`config.mk`:
```
export PLATFORM = sky130hd
export DESIGN_NAME = povw_dist
export DESIGN_NICKNAME = d
export VERILOG_FILES = /design/src/rtl/core/povw_pkg.sv /design/src/rtl/core/povw_dist.sv
export SDC_FILE = /design/constraint.sdc
export NUM_CORES = 2
export LEC_CHECK = 0
export BUFFER_PORTS_ARGS = -buffer_cell sky130_fd_sc_hd__buf_2
export CAP_MARGIN = 40
export CORE_UTILIZATION = 34
export CTS_BUF_LIST = sky130_fd_sc_hd__clkbuf_8
export CTS_CLUSTER_DIAMETER = 30
export DETAILED_ROUTE_END_ITERATION = 10
export PLACE_DENSITY_LB_ADDON = 0.3
export SLEW_MARGIN = 20
export SYNTH_ARGS = -nofsm -noshare
export SYNTH_HDL_FRONTEND = slang
export SYNTH_SLANG_ARGS = --single-unit
```
`constraint.sdc`:
```
create_clock -name clk_i -period 7.37 [get_ports clk_i]
set_clock_uncertainty 0.2 [all_clocks]
set_input_delay 1.474 -clock clk_i [delete_from_list [all_inputs] [get_ports clk_i]]
set_output_delay 1.474 -clock clk_i [all_outputs]
set_load 0.03 [all_outputs]
```
`src/rtl/core/povw_pkg.sv`:
```
// Package for the per-object vertex weld block.
// Holds payload structs, status codes, controller states and fixed widths.
// No dependencies.
package povw_pkg;

  localparam int unsigned COORD_W  = 24;
  localparam int unsigned ID_W     = 8;
  localparam int unsigned INDEX_W  = 16;
  localparam int unsigned THR_W    = 52;

  localparam logic [THR_W-1:0] THR_RESET = 52'd100;

  typedef enum logic [1:0] {
    ST_OK       = 2'd0,
    ST_REAPPEAR = 2'd1,
    ST_FULL     = 2'd2
  } status_e;

  typedef enum logic [2:0] {
    S_CLEAR,
    S_IDLE,
    S_CHECK,
    S_SCAN,
    S_FINISH
  } state_e;

  typedef struct packed {
    logic                      first_corner;
    logic [ID_W-1:0]           object_id;
    logic signed [COORD_W-1:0] pos_x;
    logic signed [COORD_W-1:0] pos_y;
    logic signed [COORD_W-1:0] pos_z;
  } corner_t;

  typedef struct packed {
    logic [INDEX_W-1:0]        vertex_index;
    logic                      is_new;
    status_e                   status;
    logic signed [COORD_W-1:0] vert_x;
    logic signed [COORD_W-1:0] vert_y;
    logic signed [COORD_W-1:0] vert_z;
  } result_t;

endpackage

```
`src/rtl/core/povw_dist.sv`:
```
// Distance pipeline of the vertex weld block: abs difference, square, sum and
// threshold compare for one stored vertex per cycle. Depends on povw_pkg.
module povw_dist import povw_pkg::*; #(
  parameter int unsigned CW = 24,
  parameter int unsigned IW = 11
) (
  input  logic              clk_i,
  input  logic              rst_ni,
  input  logic              flush_i,
  input  logic              in_valid_i,
  input  logic [IW-1:0]     in_idx_i,
  input  logic [3*CW-1:0]   vert_i,
  input  logic [3*CW-1:0]   corner_i,
  input  logic [THR_W-1:0]  thr_i,
  output logic              hit_o,
  output logic [IW-1:0]     hit_idx_o,
  output logic [3*CW-1:0]   hit_vert_o,
  output logic              busy_o
);

  logic              valid_a_q, valid_b_q;
  logic [IW-1:0]     idx_a_q, idx_b_q;
  logic [3*CW-1:0]   vert_a_q, vert_b_q;
  logic [CW-1:0]     ad_d [3];
  logic [CW-1:0]     ad_q [3];
  logic [2*CW-1:0]   sq_q [3];
  logic [2*CW+1:0]   sum;
  logic [THR_W-1:0]  sum_ext;

  always_comb begin
    for (int k = 0; k < 3; k++) begin
      logic signed [CW:0] va, ca, df;
      va = $signed({vert_i[(3-k)*CW-1], vert_i[(3-k)*CW-1 -: CW]});
      ca = $signed({corner_i[(3-k)*CW-1], corner_i[(3-k)*CW-1 -: CW]});
      df = va - ca;
      ad_d[k] = df[CW] ? CW'(-df) : df[CW-1:0];
    end
  end

  always_ff @(posedge clk_i or negedge rst_ni) begin
    if (!rst_ni) begin
      valid_a_q <= 1'b0;
      valid_b_q <= 1'b0;
    end else if (flush_i) begin
      valid_a_q <= 1'b0;
      valid_b_q <= 1'b0;
    end else begin
      valid_a_q <= in_valid_i;
      valid_b_q <= valid_a_q;
    end
  end

  always_ff @(posedge clk_i) begin
    idx_a_q  <= in_idx_i;
    vert_a_q <= vert_i;
    idx_b_q  <= idx_a_q;
    vert_b_q <= vert_a_q;
    for (int k = 0; k < 3; k++) begin
      ad_q[k] <= ad_d[k];
      sq_q[k] <= (2*CW)'(ad_q[k]) * (2*CW)'(ad_q[k]);
    end
  end

  assign sum        = (2*CW+2)'(sq_q[0]) + (2*CW+2)'(sq_q[1]) + (2*CW+2)'(sq_q[2]);
  assign sum_ext    = THR_W'(sum);
  assign hit_o      = valid_b_q && (sum_ext <= thr_i);
  assign hit_idx_o  = idx_b_q;
  assign hit_vert_o = vert_b_q;
  assign busy_o     = valid_a_q || valid_b_q;

endmodule
```
# Word-level counts from Yosys, hierarchy flattened
# Memories as Yosys holds them, arrays and structs flattened.
# Index checks and enable logic that the tools add are counted.
[op_classes]
reduce_logical = 2
bitwise_logic = 0
n_lt_le_gt_ge = 1
eq_ne = 0
addsub = 8
n_mul = 3
mux = 5
div = 0
n_shift = 0
[ops]
columns = ["operator", "count"]
rows = [
  ["multiplier 24 x 24 -> 48 bit", 3],
  ["subtractor 24 x 24 -> 25 bit", 3],
  ["2-to-1 mux 24 bit", 3],
  ["negation 24 bit", 3],
  ["less-or-equal comparator 50 x 52 -> 1 bit", 1],
  ["adder 50 x 48 -> 50 bit", 1],
  ["adder 48 x 48 -> 49 bit", 1],
  ["2-to-1 mux 1 bit", 2],
  ["logical AND 1 bit", 1],
  ["logical OR 1 bit", 1],
]
[word_totals]
in_bits = 211
ramBits = 216
out_inout_bits = 85
rom_bits = 0
latch_bits = 0
reg_bits = 168
word_cells = 27
mem_count = 2
[mem_list]
columns = ["name", "depth", "width", "read_ports", "rd_ports_with_merged_regs", "wr", "line_no", "rtl"]
rows = [
  ["sq_q", 3, 48, 3, 0, 3, "povw_dist.sv:26", "logic [2*CW-1:0] sq_q [3];"],
  ["ad_q", 3, 24, 3, 0, 3, "povw_dist.sv:25", "logic [CW-1:0] ad_q [3];"],
]

# Depth between registers and ports, before layout
# An unclocked memory read counts as a cell.
[logic_depth]
word_depth = 5
depth_mapped = 28
mapped_depth_nobuf = 27

# Least setup slack after synthesis
# OpenSTA, ideal clock, no wires.
[synth_path]
path_kind = "reg-to-reg"
start = "memory ad_q[0][18]"
end = "memory sq_q[0][47] in the netlist's numbering"
arrival_ps = 7184
setup_ps = 127
path_buffers = 2
t_required_ps = 7043
setup_slack_ps = -141
period_less_slack_ps = 7511
stages_incl_launch_ff = 27
cell_sequence = "dfxtp_1 -> clkbuf_1 -> clkbuf_1 -> nand2_1 -> fa_1 -> inv_1 -> fa_1 -> fa_1 -> inv_1 -> fa_1 -> inv_1 -> fa_1 -> fa_1 -> inv_1 -> fa_1 -> inv_1 -> ha_1 -> a21o_1 -> a21o_1 -> a221oi_1 -> o21ai_0 -> a31oi_1 -> o21bai_1 -> o41ai_2 -> o31ai_1 -> and4_1 -> or3_1"
[synth_lines]
columns = ["item", "line_no"]
rows = [
  ["start, declared", "povw_dist.sv:25"],
  ["end, declared", "povw_dist.sv:26"],
]

==> impl_metrics.toml <==
[routing]
via_per_inst = 4.68
ant_nets = 0
firstDrtPassIters = 5
vias = 49400
first_iter_violations = 2224
post-route-drc-count = 0
routed_wl_um = 172000
routedWlPerCell_um = 16.3

[synth]
avgSynthCellArea_um2 = 9.19
syn_area_um2 = 67100
synth_most_common_cell = "inv_1"
yosysSeqAreaShare_pct = 11.4
postSynthCellCount = 7299
ys_seq_elements = 381
yosysTopAreaCell = "fa_1"
ys_top_cells_by_count = "1977 x inv_1, 1317 x fa_1, 701 x ha_1, 590 x nand2_1, 379 x dfxtp_1"
ys_warn_count = 0
synth_edf_count = 0
synthFlopType = "dfxtp_1"
ys_async_sr_fraction_pct = 0.525
synth_area_leaders = "fa_1 39%, ha_1 13%, dfxtp_1 11%"
ys_types = 89
netlist.area_leader.share_pct = 39.3

[die]
die_area_um2 = 199000
io_pins = 296
fp.coreArea_um2 = 195000
die_y_um = 446
rows = 162
die_w_um = 446
start_util_pct = 34.3

[global_route]
grt_start_max_net_pins = 25
grtUsageTotal_pct = 17.7
overflow = 0
grt_pass1_wl_um = 280000
antenna_found_initial = 7
grt_pass1_vias = 53600

[timing]
finalCritPeriodShare_pct = 102
finalMaxSlewViolations = 0
slew_headroom_pct = 49.8
hold_viol = 0
worst_pin_slew_ns = 0.743
final-setup-viol-count = 1
tns_ns = -0.151
rsz0062_at_grt = "yes"
clock.fmax_mhz = 133
fin_crit_ns = 7.52
layout_setup_ws_ns = -0.151

[clock_tree]
clk_pin_slew_ns = 0.06
clockBufferDepth = 3
ctsHoldBuffers = 0
clk_latency_ns = 0.81
cts_tree = "built"
clock-sinks = 381
ctsRootBufferMaster = "clkbuf_8"
cts_htree_levels = 3
cts_buffers = 93

[worst_setup_path]
worstPathRequired_ns = 5.70
cpPeakStageDelay_ns = 0.48
path_cells = "fa_1 > ha_4 > buf_4 > o2111ai_1 > a21oi_2 > nor2_1 > a31o_2 > o31a_1 > o211ai_1 > a31oi_1 > xnor2_1 > ha_1 > a21o_1 > a21o_1 > a21o_1 > a21o_1 > a21o_1 > a21oi_2 > o311ai_2 > o21ai_1 > buf_4 > buf_6"
crit_slowest_cell = "fa_1"
crit_fanout = 4
cp_common_cell = "a21o_1"
path_class = "flip-flop to output pin"
worstPathArrival_ns = 5.85
cp-end-kind = "output pin"
startpoint_type = "flip-flop"

[placement]
io_buffer_count = 295
hpwlAfterDp_um = 148000
place.gp.congestion = 0.890

[outcome]
status = "complete, but fails checks"
violations = "negative setup slack"

[finish]
final-seq-area_um2 = 7710
syn_to_final_growth_pct = 15.1
drive_gt1_share_pct = 13.4
multi_input_area_um2 = 52000
nets = 10100
n_fill_cell = 19700

[flow_run]
drv_cap = 0

[hold_path]
hp-class = "flip-flop to flip-flop"
==> final timing paths <==
path                       cells after the start             end  slack (ns)          from
max                                           22           hit_o       -0.15  sq_q[0][102]
min                                            0  hit_vert_o[57]        0.10  vert_a_q[57]
max reg2reg                                   27    sq_q[0][140]        0.24   ad_q[0][52]
min reg2reg                                    0  hit_vert_o[57]        0.10  vert_a_q[57]
max in group asynchronous                      1       valid_a_q        6.62        rst_ni
min in group asynchronous                      1       valid_b_q        0.26        rst_ni
==> per-layer routing <==
metal / track usage [%] / wire length [µm] / up-vias / share of wire (%)
li1: - / - / 23300 / -
met1: 22.8 / 74200 / 24900 / 43
met2: 30.7 / 85300 / 1005 / 50
met3: 2.09 / 7190 / 219 / 4.2
met4: 5.91 / 5390 / 0 / 3.1
met5: 0 / 0 / - / 0
==> through the flow <==
step	setup WS, ns	hold WS, ns	std cells	utilization, %	instance area (µm²)
after global routing	-0.388	0.122	10600	39.5	77200
after global placement	-0.0639	0.110	10400	37.8	73800
after CTS	-0.222	0.120	10500	39.1	76400
final	-0.151	0.101	10600	39.5	77200
after detailed placement	-0.226	0.112	10400	37.8	73800
after floorplan	0.00275	0.110	7300	-	67100
==> critical path: cells and delay by family, from the launching register on <==
| kind | cells | cell delay, ns |
|---|---|---|
| buf+inv | 3 | 0.43 |
| compound gates | 14 | 2.86 |
| fa+ha+maj | 3 | 1.07 |
| xor+xnor | 1 | 0.15 |
| simple gates | 1 | 0.11 |
| flops | 1 | 0.39 |
==> cell families (layout without fill, tap and decap cells) <==
logic type	Yosys count	in the layout	synth area share [%]
buffers and inverters	2184	2814	12.3
adder cells (fa/ha/maj)	2018	2018	52.4
AND/OR/NAND/NOR	1519	1519	11.2
AO/OA/AOI/OAI	879	879	8.65
flip-flops	381	381	11.4
XOR/XNOR	307	307	4.01
multiplexers	9	9	0.144
other	2	7	0.0112
==> flip-flops by register name, summed over array words and instances (netlist names) <==
register    flops
ad_q           72
idx_a_q        11
valid_b_q       1
sq_q          141
hit_idx_o      11
hit_vert_o     72
valid_a_q       1
vert_a_q       72
==> area by class of cell <==
type | count | share of cell area [%]
tap | 2624 | 4.25
inverter | 1977 | 9.61
multi-input combinational | 4735 | 67.3
antenna | 4 | 0.0130
clock inverter | 67 | 1.00
sequential | 381 | 9.99
clock buffer | 105 | 1.87
timing repair buffer | 665 | 5.94
==> what timing repair did <==
action	4_1_cts	5_1_grt
setup buffers	5	13
cloned	0	2
pin swaps	42	63
resized for setup	91	185
setup endpoints to repair	16	48
==> placed cells by master, fill, tap and decap left out, types with 14 or more instances in the layout <==
cell type,synthesis,routed
o21bai_1,40,39
o21ai_1,2,19
buf_6,1,32
or2_2,18,18
a21o_1,159,159
nand4_1,45,45
dfxtp_1,379,330
nor2_1,197,194
clkbuf_8,0,105
nand2b_1,35,35
nand2_1,590,578
o21a_1,41,41
o31ai_1,23,14
a21oi_1,280,256
or3_1,17,17
and2_1,355,348
nor2b_1,48,48
xor2_1,104,104
o211ai_1,17,17
a31oi_1,31,28
buf_4,1,320
o21ai_0,129,107
a21oi_2,1,22
xnor2_1,203,200
ha_1,701,686
and3_1,28,27
buf_2,6,295
nor3_1,52,50
dfxtp_2,0,43
inv_1,1977,1980
nand3_1,74,73
fa_1,1317,1312
Power is left out: the tool's default activity adds up to more than one toggle a clock period on the data nets, which glitch-free logic cannot reach.
